--- src/sv/gte_pkg.sv ---
`timescale 1ns / 1ps
package gte_pkg;

  localparam int VTX_W        = 6;
  localparam int MAX_VERTICES = 64;
  localparam int MAX_DEGREE   = 8;
  localparam int SLOT_W       = $clog2(MAX_DEGREE);
  localparam int DEG_W        = $clog2(MAX_DEGREE + 1);
  localparam int NV_W         = 7;
  localparam int CNT_W        = VTX_W + 1;
  localparam int NBR_AW       = VTX_W + SLOT_W;
  localparam int SCR_W        = VTX_W + DEG_W;

  localparam logic [NV_W-1:0] NV_RESET = NV_W'(MAX_VERTICES);

  typedef enum logic [1:0] {
    OP_ADD    = 2'd0,
    OP_BFS    = 2'd1,
    OP_DFS    = 2'd2,
    OP_UNUSED = 2'd3
  } op_e;

  typedef enum logic [1:0] {
    ST_VISIT  = 2'd0,
    ST_EDGE   = 2'd1,
    ST_REJECT = 2'd2
  } status_e;

  typedef struct packed {
    logic [1:0]       op;
    logic [VTX_W-1:0] first_vertex;
    logic [VTX_W-1:0] second_vertex;
  } in_t;

  typedef struct packed {
    logic [VTX_W-1:0] visited_vertex;
    logic [1:0]       status;
    logic             last;
  } out_t;

  typedef enum logic [4:0] {
    S_IDLE,
    S_DECODE,
    S_EDGE_RD,
    S_EDGE_CHK,
    S_EDGE_WU,
    S_EDGE_WV,
    S_EDGE_DONE,
    S_ERR,
    S_BFS_INIT,
    S_BFS_POP,
    S_BFS_CUR,
    S_BFS_DRD,
    S_BFS_DEG,
    S_BFS_NRD,
    S_BFS_NCHK,
    S_DFS_INIT,
    S_DFS_DRD,
    S_DFS_DEG,
    S_DFS_NRD,
    S_DFS_NCHK,
    S_DFS_POP,
    S_FINISH
  } state_e;

  typedef struct packed {
    logic load_in;
    logic clr_visit;
    logic deg_rd_edge;
    logic edge_wr_u;
    logic edge_wr_v;
    logic res_edge;
    logic res_err;
    logic start_trav;
    logic fifo_pop;
    logic cur_load_fifo;
    logic deg_rd;
    logic deg_load;
    logic nbr_rd;
    logic bfs_take;
    logic dfs_take;
    logic stack_pop;
    logic cur_load_stack;
    logic visit_start;
    logic visit_cur;
    logic finish;
  } cmd_t;

  typedef struct packed {
    logic [1:0] op;
    logic       edge_ok;
    logic       start_ok;
    logic       fits;
    logic       idx_eq_deg;
    logic       fifo_empty;
    logic       stack_empty;
    logic       nb_new;
    logic       out_free;
    logic       emit_ok;
  } stat_t;

endpackage

--- src/sv/gte_ctrl.sv ---
`timescale 1ns / 1ps
module gte_ctrl (
  input  logic           clk_i,
  input  logic           rst_ni,
  input  logic           in_valid_i,
  output logic           in_stall_o,
  input  gte_pkg::stat_t stat_i,
  output gte_pkg::cmd_t  cmd_o
);

  gte_pkg::state_e state_q, state_d;

  always_ff @(posedge clk_i or negedge rst_ni) begin
    if (!rst_ni) begin
      state_q <= gte_pkg::S_IDLE;
    end else begin
      state_q <= state_d;
    end
  end

  // Next state.
  always_comb begin
    state_d = state_q;
    unique case (state_q)
      gte_pkg::S_IDLE: begin
        if (in_valid_i) state_d = gte_pkg::S_DECODE;
      end
      gte_pkg::S_DECODE: begin
        unique case (stat_i.op)
          gte_pkg::OP_ADD: state_d = stat_i.edge_ok ? gte_pkg::S_EDGE_RD : gte_pkg::S_ERR;
          gte_pkg::OP_BFS: state_d = stat_i.start_ok ? gte_pkg::S_BFS_INIT : gte_pkg::S_ERR;
          gte_pkg::OP_DFS: state_d = stat_i.start_ok ? gte_pkg::S_DFS_INIT : gte_pkg::S_ERR;
          default:         state_d = gte_pkg::S_ERR;
        endcase
      end
      gte_pkg::S_EDGE_RD:  state_d = gte_pkg::S_EDGE_CHK;
      gte_pkg::S_EDGE_CHK: state_d = stat_i.fits ? gte_pkg::S_EDGE_WU : gte_pkg::S_ERR;
      gte_pkg::S_EDGE_WU:  state_d = gte_pkg::S_EDGE_WV;
      gte_pkg::S_EDGE_WV:  state_d = gte_pkg::S_EDGE_DONE;
      gte_pkg::S_EDGE_DONE, gte_pkg::S_ERR, gte_pkg::S_FINISH: begin
        if (stat_i.out_free) state_d = gte_pkg::S_IDLE;
      end
      gte_pkg::S_BFS_INIT: state_d = gte_pkg::S_BFS_POP;
      gte_pkg::S_BFS_POP:  state_d = stat_i.fifo_empty ? gte_pkg::S_FINISH : gte_pkg::S_BFS_CUR;
      gte_pkg::S_BFS_CUR:  state_d = gte_pkg::S_BFS_DRD;
      gte_pkg::S_BFS_DRD:  state_d = gte_pkg::S_BFS_DEG;
      gte_pkg::S_BFS_DEG: begin
        if (stat_i.emit_ok) state_d = gte_pkg::S_BFS_NRD;
      end
      gte_pkg::S_BFS_NRD:  state_d = stat_i.idx_eq_deg ? gte_pkg::S_BFS_POP : gte_pkg::S_BFS_NCHK;
      gte_pkg::S_BFS_NCHK: state_d = gte_pkg::S_BFS_NRD;
      gte_pkg::S_DFS_INIT: begin
        if (stat_i.emit_ok) state_d = gte_pkg::S_DFS_DRD;
      end
      gte_pkg::S_DFS_DRD:  state_d = gte_pkg::S_DFS_DEG;
      gte_pkg::S_DFS_DEG:  state_d = gte_pkg::S_DFS_NRD;
      gte_pkg::S_DFS_NRD: begin
        if (!stat_i.idx_eq_deg) state_d = gte_pkg::S_DFS_NCHK;
        else if (stat_i.stack_empty) state_d = gte_pkg::S_FINISH;
        else state_d = gte_pkg::S_DFS_POP;
      end
      gte_pkg::S_DFS_NCHK: begin
        if (!stat_i.nb_new) state_d = gte_pkg::S_DFS_NRD;
        else if (stat_i.emit_ok) state_d = gte_pkg::S_DFS_DRD;
      end
      gte_pkg::S_DFS_POP:  state_d = gte_pkg::S_DFS_DRD;
      default:             state_d = gte_pkg::S_IDLE;
    endcase
  end

  // Commands to the datapath.
  always_comb begin
    cmd_o = '0;
    unique case (state_q)
      gte_pkg::S_IDLE:     cmd_o.load_in = in_valid_i;
      gte_pkg::S_DECODE:   cmd_o.clr_visit = 1'b1;
      gte_pkg::S_EDGE_RD:  cmd_o.deg_rd_edge = 1'b1;
      gte_pkg::S_EDGE_WU:  cmd_o.edge_wr_u = 1'b1;
      gte_pkg::S_EDGE_WV:  cmd_o.edge_wr_v = 1'b1;
      gte_pkg::S_EDGE_DONE: cmd_o.res_edge = stat_i.out_free;
      gte_pkg::S_ERR:      cmd_o.res_err = stat_i.out_free;
      gte_pkg::S_FINISH:   cmd_o.finish = stat_i.out_free;
      gte_pkg::S_BFS_INIT: cmd_o.start_trav = 1'b1;
      gte_pkg::S_BFS_POP:  cmd_o.fifo_pop = !stat_i.fifo_empty;
      gte_pkg::S_BFS_CUR:  cmd_o.cur_load_fifo = 1'b1;
      gte_pkg::S_BFS_DRD, gte_pkg::S_DFS_DRD: cmd_o.deg_rd = 1'b1;
      gte_pkg::S_BFS_DEG: begin
        cmd_o.deg_load  = stat_i.emit_ok;
        cmd_o.visit_cur = stat_i.emit_ok;
      end
      gte_pkg::S_BFS_NRD:  cmd_o.nbr_rd = !stat_i.idx_eq_deg;
      gte_pkg::S_BFS_NCHK: cmd_o.bfs_take = 1'b1;
      gte_pkg::S_DFS_INIT: begin
        cmd_o.start_trav  = stat_i.emit_ok;
        cmd_o.visit_start = stat_i.emit_ok;
      end
      gte_pkg::S_DFS_DEG:  cmd_o.deg_load = 1'b1;
      gte_pkg::S_DFS_NRD: begin
        cmd_o.nbr_rd    = !stat_i.idx_eq_deg;
        cmd_o.stack_pop = stat_i.idx_eq_deg && !stat_i.stack_empty;
      end
      gte_pkg::S_DFS_NCHK: cmd_o.dfs_take = stat_i.nb_new && stat_i.emit_ok;
      gte_pkg::S_DFS_POP:  cmd_o.cur_load_stack = 1'b1;
      default:             cmd_o = '0;
    endcase
  end

  assign in_stall_o = (state_q != gte_pkg::S_IDLE);

endmodule

--- config.mk ---
export PLATFORM = sky130hd
export DESIGN_NAME = gte_ctrl
export DESIGN_NICKNAME = d
export VERILOG_FILES = /design/src/sv/gte_pkg.sv /design/src/sv/gte_ctrl.sv
export SDC_FILE = /design/constraint.sdc
export NUM_CORES = 1
export LEC_CHECK = 0
export ABC_AREA = 1
export BUFFER_PORTS_ARGS = -buffer_cell sky130_fd_sc_hd__buf_2
export CAP_MARGIN = 10
export CORE_UTILIZATION = 42
export DETAILED_ROUTE_END_ITERATION = 10
export GPL_ROUTABILITY_DRIVEN = 0
export GPL_TIMING_DRIVEN = 0
export PLACE_DENSITY = 0.72
export SLEW_MARGIN = 25
export SYNTH_ARGS = -nofsm -noshare
export SYNTH_HDL_FRONTEND = slang
export SYNTH_SLANG_ARGS = --single-unit
--- constraint.sdc ---
create_clock -name clk_i -period 2.5 [get_ports clk_i]
set_input_delay 0.375 -clock clk_i [delete_from_list [all_inputs] [get_ports clk_i]]
set_output_delay 0.375 -clock clk_i [all_outputs]
set_load 0.1 [all_outputs]
==> run metrics, run 1 <==
RR Startpoint=state_q[0]; Root Driver=clkbuf_4; relative slew slack=0.677; CTS tree=built; HPWL Detailed=1.90 mm; Final Skew=0.000101 ns; grt total ovfl=0; Post-Syn Area=795 um2; met3 wire len=230 um; IO Port Bufs=34; drt wl/cell=10.6 um; DRC viols=0; status=completed; Hold WC Path Type=in -> async; Max-Cap Viols=0; Clk pin slew, worst setup/hold paths=0.04 ns; Vias=1,063; Post-Syn Instances=148; DIE AREA=2070 um2; synthesized flop and latch total=5; CP Data Arrival Time=1.89 ns; Setup Total Neg Slack=0 ns; first-pass GRT wire length=3.60 mm; clk buf depth=2; Avg Inst Size Synth=5.37 um2; layout cell share with drive strength beyond 1=0.337; Core Area=1750 um2; Tot GR Track Use=0.236; commonest non-fill, non-tap cells in the layout=47 x nand2_1, 34 x buf_2, 23 x inv_1; Leak=0.713 nW; Final min period=2.26 ns; post-CTS setup buffers=0; post-cts resize count=0; Synth Warn #=0; Die H=45.5 um; FP Rows=15; max FFs per register=5; Initial Util=0.455; Util after Layout=0.599; Post-DRT Antenna Nets=0; CP Data Required Time=2.12 ns; VDD IR max=626 uV; total power draw=1.39 mW; DR pass1 iterations=4; Final Hold Fails=0; biggest regs=state_q: 5 flops; type of origin of the critical path=register; Worst Path Max Fanout=7; DR iter-0 viols=46; Post-Route WL=2.25 mm; IO Pins=35; Synth cell types=17; number of nets in the layout=202; layout overhead on the synthesized area=31.7%; Fmax=442 MHz; Max Used Layer=met4; Clk Latency, worst-skew pair=0.24 ns; CP Capture Type=output pin; H-tree depth=1; vias in the first global route=868; detail-routed via count per cell=5.01; Sink Count=5; Final period util=0.906; wl on met1=942 um; met2 wire length=1.04 mm; register area share after synthesis=0.157; worst setup path startpoint=state_q[0]; Largest Register=state_q; largest net degree at the start of global routing=11; WS Path Type=reg -> out; count of pins over their slew limit=0; antenna violations before repair=0; die width=45.5 um; total CTS buffers=3; RSZ-0062 raised after global routing=false; Power Dens Cells=1330 nW/um2; commonest non-fill, non-tap cell in the layout=nand2_1; Hold WS=0.496 ns; # setup viols final=0; antenna fix cells=0; synthesized net count=162; Worst R2R Setup Slack=0.98 ns; Worst-Margin Slew=0.488 ns
layer usage:
layer | GRT usage | vias up
li1 | - | 540
met1 | 0.322 | 455
met2 | 0.389 | 64
met3 | 0.0278 | 4
met4 | 0.0606 | 0
met5 | 0 | -
kinds of logic after synthesis:
| kind of cell | Yosys count | synth area share |
|---|---|---|
| compound gates | 5 | 0.0315 |
| buf+inv | 30 | 0.161 |
| flops | 5 | 0.157 |
| simple gates | 108 | 0.650 |
final cells by class:
| cell class | instances | area, um2 |
|---|---|---|
| Clock buffer | 4 | 26.3 |
| Tap cell | 25 | 31.3 |
| Buffer | 3 | 26.3 |
| Timing Repair Buffer | 35 | 180 |
| Sequential cell | 5 | 125 |
| Inverter | 27 | 101 |
| Fill cell | 196 | 699 |
| Multi-Input combinational cell | 113 | 556 |
what timing repair did:
item | CTS | global route
endpoints found under the setup margin | 0 | 0
hold buffers | 1 | 0
hold endpoints to repair | 5 | 0
critical path: stages, from the launching register on:
cell,delay [ns]
dfrtp_1,0.53
nand2_1,0.19
nor2_2,0.18
nand2_1,0.09
inv_1,0.08
nand2_1,0.09
nand2_1,0.07
buf_2,0.42
where the power goes:
group,switching [mW],internal (mW),total (mW)
sequential,0.0611,0.120,0.181
clock,0.0312,0.0602,0.0915
combinational,0.861,0.257,1.12
final timing paths:
| check | end | cells after the start |
|---|---|---|
| worst max-delay path | cmd_o[12] | 7 |
| worst min-delay path | state_q[4] | 2 |
| worst max register to register | state_q[1] | 7 |
| worst min register to register | state_q[4] | 3 |
| max in group asynchronous | state_q[1] | 2 |
| min in group clk_i | state_q[4] | 3 |
synthesized netlist by cell type:
cell	number	area [um2]
dfrtp_1	5	125
or2_2	1	6.26
nand2_1	47	176
nor2_4	4	45.0
nor2_1	16	60.1
buf_6	1	11.3
nor3_1	5	25.0
inv_1	23	86.3
inv_2	4	15.0
nand3_1	20	100
o21ai_0	5	25.0
nand4_1	4	25.0
nand3_2	2	20.0
buf_4	2	15.0
nand3b_1	2	15.0
nand2_2	5	31.3
nor2_2	2	12.5
per-stage QoR:
step / setup slack [ns] / std cells / cell area [um2]
after global placement: 0.551 / 207 / 1010
after floorplan: -0.664 / 148 / 808
after CTS: 0.259 / 212 / 1050
after detailed placement: 0.517 / 207 / 1010
after global routing: 0.0973 / 212 / 1050
final: 0.236 / 212 / 1050
Note: power is estimated with default switching activity, not from simulation.
==> run 2, diff against run 1 <==
--- a/config.mk
+++ b/config.mk
@@ -8,11 +8,10 @@
 export ABC_AREA = 1
 export BUFFER_PORTS_ARGS = -buffer_cell sky130_fd_sc_hd__buf_2
 export CAP_MARGIN = 10
-export CORE_UTILIZATION = 42
+export CORE_UTILIZATION = 33
 export DETAILED_ROUTE_END_ITERATION = 10
 export GPL_ROUTABILITY_DRIVEN = 0
 export GPL_TIMING_DRIVEN = 0
-export PLACE_DENSITY = 0.72
 export SLEW_MARGIN = 25
 export SYNTH_ARGS = -nofsm -noshare
 export SYNTH_HDL_FRONTEND = slang
==> run 2 against run 1 <==
Sequential power is 2% lower. Sequential share of layout area hardly changed. Maximum frequency is 0.50% higher. Final cell count is 1.4% higher. Flip-flop and latch count stayed put. Critical endpoint unchanged. Largest power group unchanged.
==> run metrics, run 2 (synthesis results as in run 1) <==
Hold WC Path Type=in -> async; DR iter-0 viols=59; area of the multi-input gates=556 um2; antenna violations before repair=0; Die H=51.1 um; drt wl/cell=11.1 um; Max-Cap Viols=0; commonest non-fill, non-tap cell in the layout=nand2_1; DRC viols=0; max FFs per register=5; area taken by flip-flops and latches=125 um2; Vias=1,028; IO Port Bufs=34; status=completed; Post-DRT Antenna Nets=0; CP Data Arrival Time=1.88 ns; relative slew slack=0.675; grt total ovfl=0; H-tree depth=1; post-CTS setup buffers=0; Util after Layout=0.470; total CTS buffers=3; design area=1050 um2; detail-routed via count per cell=4.78; Fmax=444 MHz; vias in the first global route=850; Clk Latency, worst-skew pair=0.24 ns; Largest Register=state_q; Clk pin slew, worst setup/hold paths=0.05 ns; die width=51.1 um; # setup viols final=0; RSZ-0062 raised after global routing=false; Worst Path Max Fanout=7; antenna fix cells=0; placed cells=210; Leak=0.713 nW; largest net degree at the start of global routing=11; Final min period=2.25 ns; WS Path Type=reg -> out; Fillers=252; IO Pins=35; type of origin of the critical path=register; Initial Util=0.356; clk buf depth=2; Final Hold Fails=0; count of pins over their slew limit=0; VDD IR max=560 uV; Final period util=0.901; Power Dens Cells=1330 nW/um2; FP Rows=17; CP Capture Type=output pin; HPWL Detailed=2.02 mm; Tot GR Track Use=0.196; Worst-Margin Slew=0.491 ns; layout overhead on the synthesized area=32.1%; number of nets in the layout=202; Post-Route WL=2.39 mm; DR pass1 iterations=4; Root Driver=clkbuf_4; biggest regs=state_q: 5 flops; placed instance area=1010 um2; CP Data Required Time=2.12 ns; Post-Layout Cell Count=215; DIE AREA=2610 um2; layout cell share with drive strength beyond 1=0.337; Core Area=2230 um2; Sink Count=5; CTS tree=built; commonest non-fill, non-tap cells in the layout=47 x nand2_1, 34 x buf_2, 23 x inv_1; first-pass GRT wire length=3.86 mm; Final Skew=0.00689 ns
[run 2: cell counts in the layout (fill, tap and decap cells not counted)]
No cell type changed its count.
[run 2: layout make-up]
class                      count  area share
inverter                      27      0.0965
clock buffer                   4      0.0250
multi-input combinational    113       0.529
timing repair buffer          35       0.172
tap                           28      0.0334
sequential                     5       0.119
buffer                         3      0.0250
[run 2: critical path, stage by stage (launching register included)]
cell and delay, ns:
dfrtp_1 0.51, nand2_1 0.19, nor2_2 0.18, nand2_1 0.09, inv_1 0.08, nand2_1 0.09
nand2_1 0.08, buf_2 0.42
[run 2: metal layers]
metal | routed length, um | track usage | vias up
met5 | 0 | 0 | -
met1 | 1110 | 0.284 | 440
li1 | - | - | 540
met4 | 0 | 0.0139 | 0
met3 | 162 | 0.0179 | 0
met2 | 1110 | 0.322 | 48
[run 2: final timing paths]
kind                       slack [ns]  startpoint          to  cells after the start
max in group asynchronous        1.88      rst_ni  state_q[4]                      2
min in group clk_i               0.51   stat_i[4]  state_q[4]                      3
max                              0.25  state_q[0]   cmd_o[12]                      7
min                              0.49      rst_ni  state_q[2]                      2
min reg2reg                      0.62  state_q[4]  state_q[4]                      3
max reg2reg                      1.01  state_q[3]  state_q[2]                      9
[run 2: per-stage QoR]
stage	power [mW]	worst slack, ns	setup TNS [ns]	hold slack [ns]
floorplan	1.10	-0.664	-3.06	0.0794
global placement	1.30	0.513	0	0.189
detailed placement	1.30	0.523	0	0.193
CTS	1.40	0.271	0	0.486
global route	1.50	0.0754	0	0.495
finish	1.40	0.247	0	0.485
[run 2: what timing repair did]
action                                 CTS  global route
endpoints found under the hold margin    5             0
resized for setup                        0             0
hold buffers                             1             0
[run 2: report_power, final]
part | internal, mW | switching [mW]
Combinational | 0.257 | 0.872
Clock | 0.0602 | 0.0313
Sequential | 0.120 | 0.0571
Total | 0.437 | 0.961
==> run 3, diff against run 2 <==
==> constraint.sdc (replaced) <==
create_clock -name clk_i -period 2.5 [get_ports clk_i]
set_input_delay 0.375 -clock clk_i [delete_from_list [all_inputs] [get_ports clk_i]]
set_output_delay 0.375 -clock clk_i [all_outputs]
set_load 0.05 [all_outputs]
==> run 3 against run 2 <==
Clock power rose by 6.3%. Final cell count did not move. Utilization fell by 0.62 points. Cell area fell by 1.3%. Non-clock buffer count did not move.
==> run metrics, run 3 (synthesis results as in run 1) <==
Final Hold Fails=0; biggest cell delay along the critical path=0.35 ns; FP Rows=17; CP Data Required Time=2.12 ns; Max-Cap Viols=0; number of nets in the layout=202; commonest non-fill, non-tap cell in the layout=nand2_1; Fmax=479 MHz; biggest regs=state_q: 5 flops; total power draw=1.18 mW; IO Port Bufs=34; # setup viols final=0; Vias=1,062; Psw=742 uW; Leak=0.713 nW; Worst Path Max Fanout=8; status=completed; H-tree depth=1; reg2reg path depth=11; Crit path max-delay family=buffers and inverters; largest net degree at the start of global routing=11; Worst-Margin Slew=0.339 ns; Die H=51.1 um; HPWL Detailed=2.03 mm; CP Capture Type=output pin; antenna violations before repair=0; Sink Count=5; Hold WC Path Type=in -> reg; Root Driver=clkbuf_4; DIE AREA=2610 um2; vias in the first global route=909; switching share of power=0.630; WP depth=7; Initial Util=0.356; layout cell share with drive strength beyond 1=0.310; DR pass1 iterations=4; clock network power share=0.083; Int Power=437 uW; Critical Path Most Common Cell=nand2_1; DR iter-0 viols=32; count of pins over their slew limit=0; WS Path Type=reg -> out; VDD IR max=466 uV; first-pass GRT wire length=3.94 mm; worst path cell trace=buf_4, inv_1, nand2_1, nor2_1, nand3_1, nand2_1, buf_2; Power Dens Cells=1140 nW/um2; total CTS buffers=3; Setup Total Neg Slack=0 ns; slowest stage cell, crit path=dfrtp_1; Seq pwr share=0.152; cell depth of the worst hold path=3; Largest Register=state_q; CP Data Arrival Time=1.71 ns; Post-Route WL=2.40 mm; Fillers=265; clk buf depth=2; DRC viols=0; Final period util=0.834; grt total ovfl=0; detail-routed via count per cell=4.94; Final Skew=0.00666 ns; IO Pins=35; combinational share of power=0.766; die width=51.1 um; layout overhead on the synthesized area=30.4%; Post-DRT Antenna Nets=0; Clk Latency, worst-skew pair=0.25 ns; drt wl/cell=11.2 um; Tot GR Track Use=0.203; max FFs per register=5; type of origin of the critical path=register; antenna fix cells=0; RSZ-0062 raised after global routing=false; Core Area=2230 um2; Clk pin slew, worst setup/hold paths=0.05 ns; commonest non-fill, non-tap cells in the layout=47 x nand2_1, 34 x buf_2, 23 x inv_1; CTS tree=built; relative slew slack=0.774; WP buf/inv=3; Final min period=2.09 ns
run 3: power groups by stage:
| stage | combinational (mW) | clock [mW] | sequential (mW) |
|---|---|---|---|
| 3_3_place_gp | 0.892 | 0 | 0.179 |
| 4_1_cts | 0.900 | 0.0995 | 0.180 |
| 2_1_floorplan | 0.709 | 0 | 0.169 |
| 6_report | 0.903 | 0.0974 | 0.179 |
| 5_1_grt | 0.998 | 0.106 | 0.180 |
| 3_5_place_dp | 0.895 | 0 | 0.181 |
run 3: path summary, 6_finish.rpt:
path	from	end	slack (ns)
max in group asynchronous	rst_ni	state_q[0]	1.89
min in group asynchronous	rst_ni	state_q[4]	0.47
worst max-delay path	state_q[1]	cmd_o[7]	0.41
worst min-delay path	stat_i[4]	state_q[4]	0.46
worst min register to register	state_q[4]	state_q[4]	0.61
worst max register to register	state_q[1]	state_q[2]	0.99
run 3: timing repair:
action | in CTS | in global routing
hold buffers | 1 | 0
setup buffers | 0 | 0
endpoints found under the hold margin | 5 | 0
resized for setup | 0 | 0
run 3: routing by layer:
metal	wire (um)	track usage	vias up
met5	0	0	-
met4	0	0.0278	0
met3	174	0.0476	0
met2	1230	0.357	39
met1	1000	0.252	483
li1	-	-	540
run 3: final cells by class:
class | instances | area [um2] | share of cell area
inverters | 27 | 101 | 0.0978
flip-flops and latches | 5 | 125 | 0.121
clock buffers | 4 | 26.3 | 0.0254
well taps | 28 | 35.0 | 0.0338
multi-input cells | 113 | 542 | 0.523
plain buffers | 3 | 26.3 | 0.0254
repair buffers | 35 | 180 | 0.174
run 3: per-stage QoR:
step	hold WS (ns)	util	setup WS, ns	cells	cell area, um2
6_report	0.463	0.464	0.414	215	1040
5_1_grt	0.464	0.464	0.285	215	1040
4_1_cts	0.454	0.464	0.426	215	1040
3_5_place_dp	0.194	0.448	0.700	210	1000
3_3_place_gp	0.190	0.448	0.687	210	1000
2_1_floorplan	0.0794	-	0.123	148	795
run 3: worst reg2reg max path, stage by stage, from the launching register on:
cell and delay, ns:
dfrtp_1 0.35, buf_4 0.17, inv_1 0.12, nand2_1 0.08
inv_1 0.13, nand3_1 0.10, nand2_1 0.07, nand2_1 0.07
nand3_2 0.11, inv_1 0.07, nand2_1 0.08, nand2_1 0.06
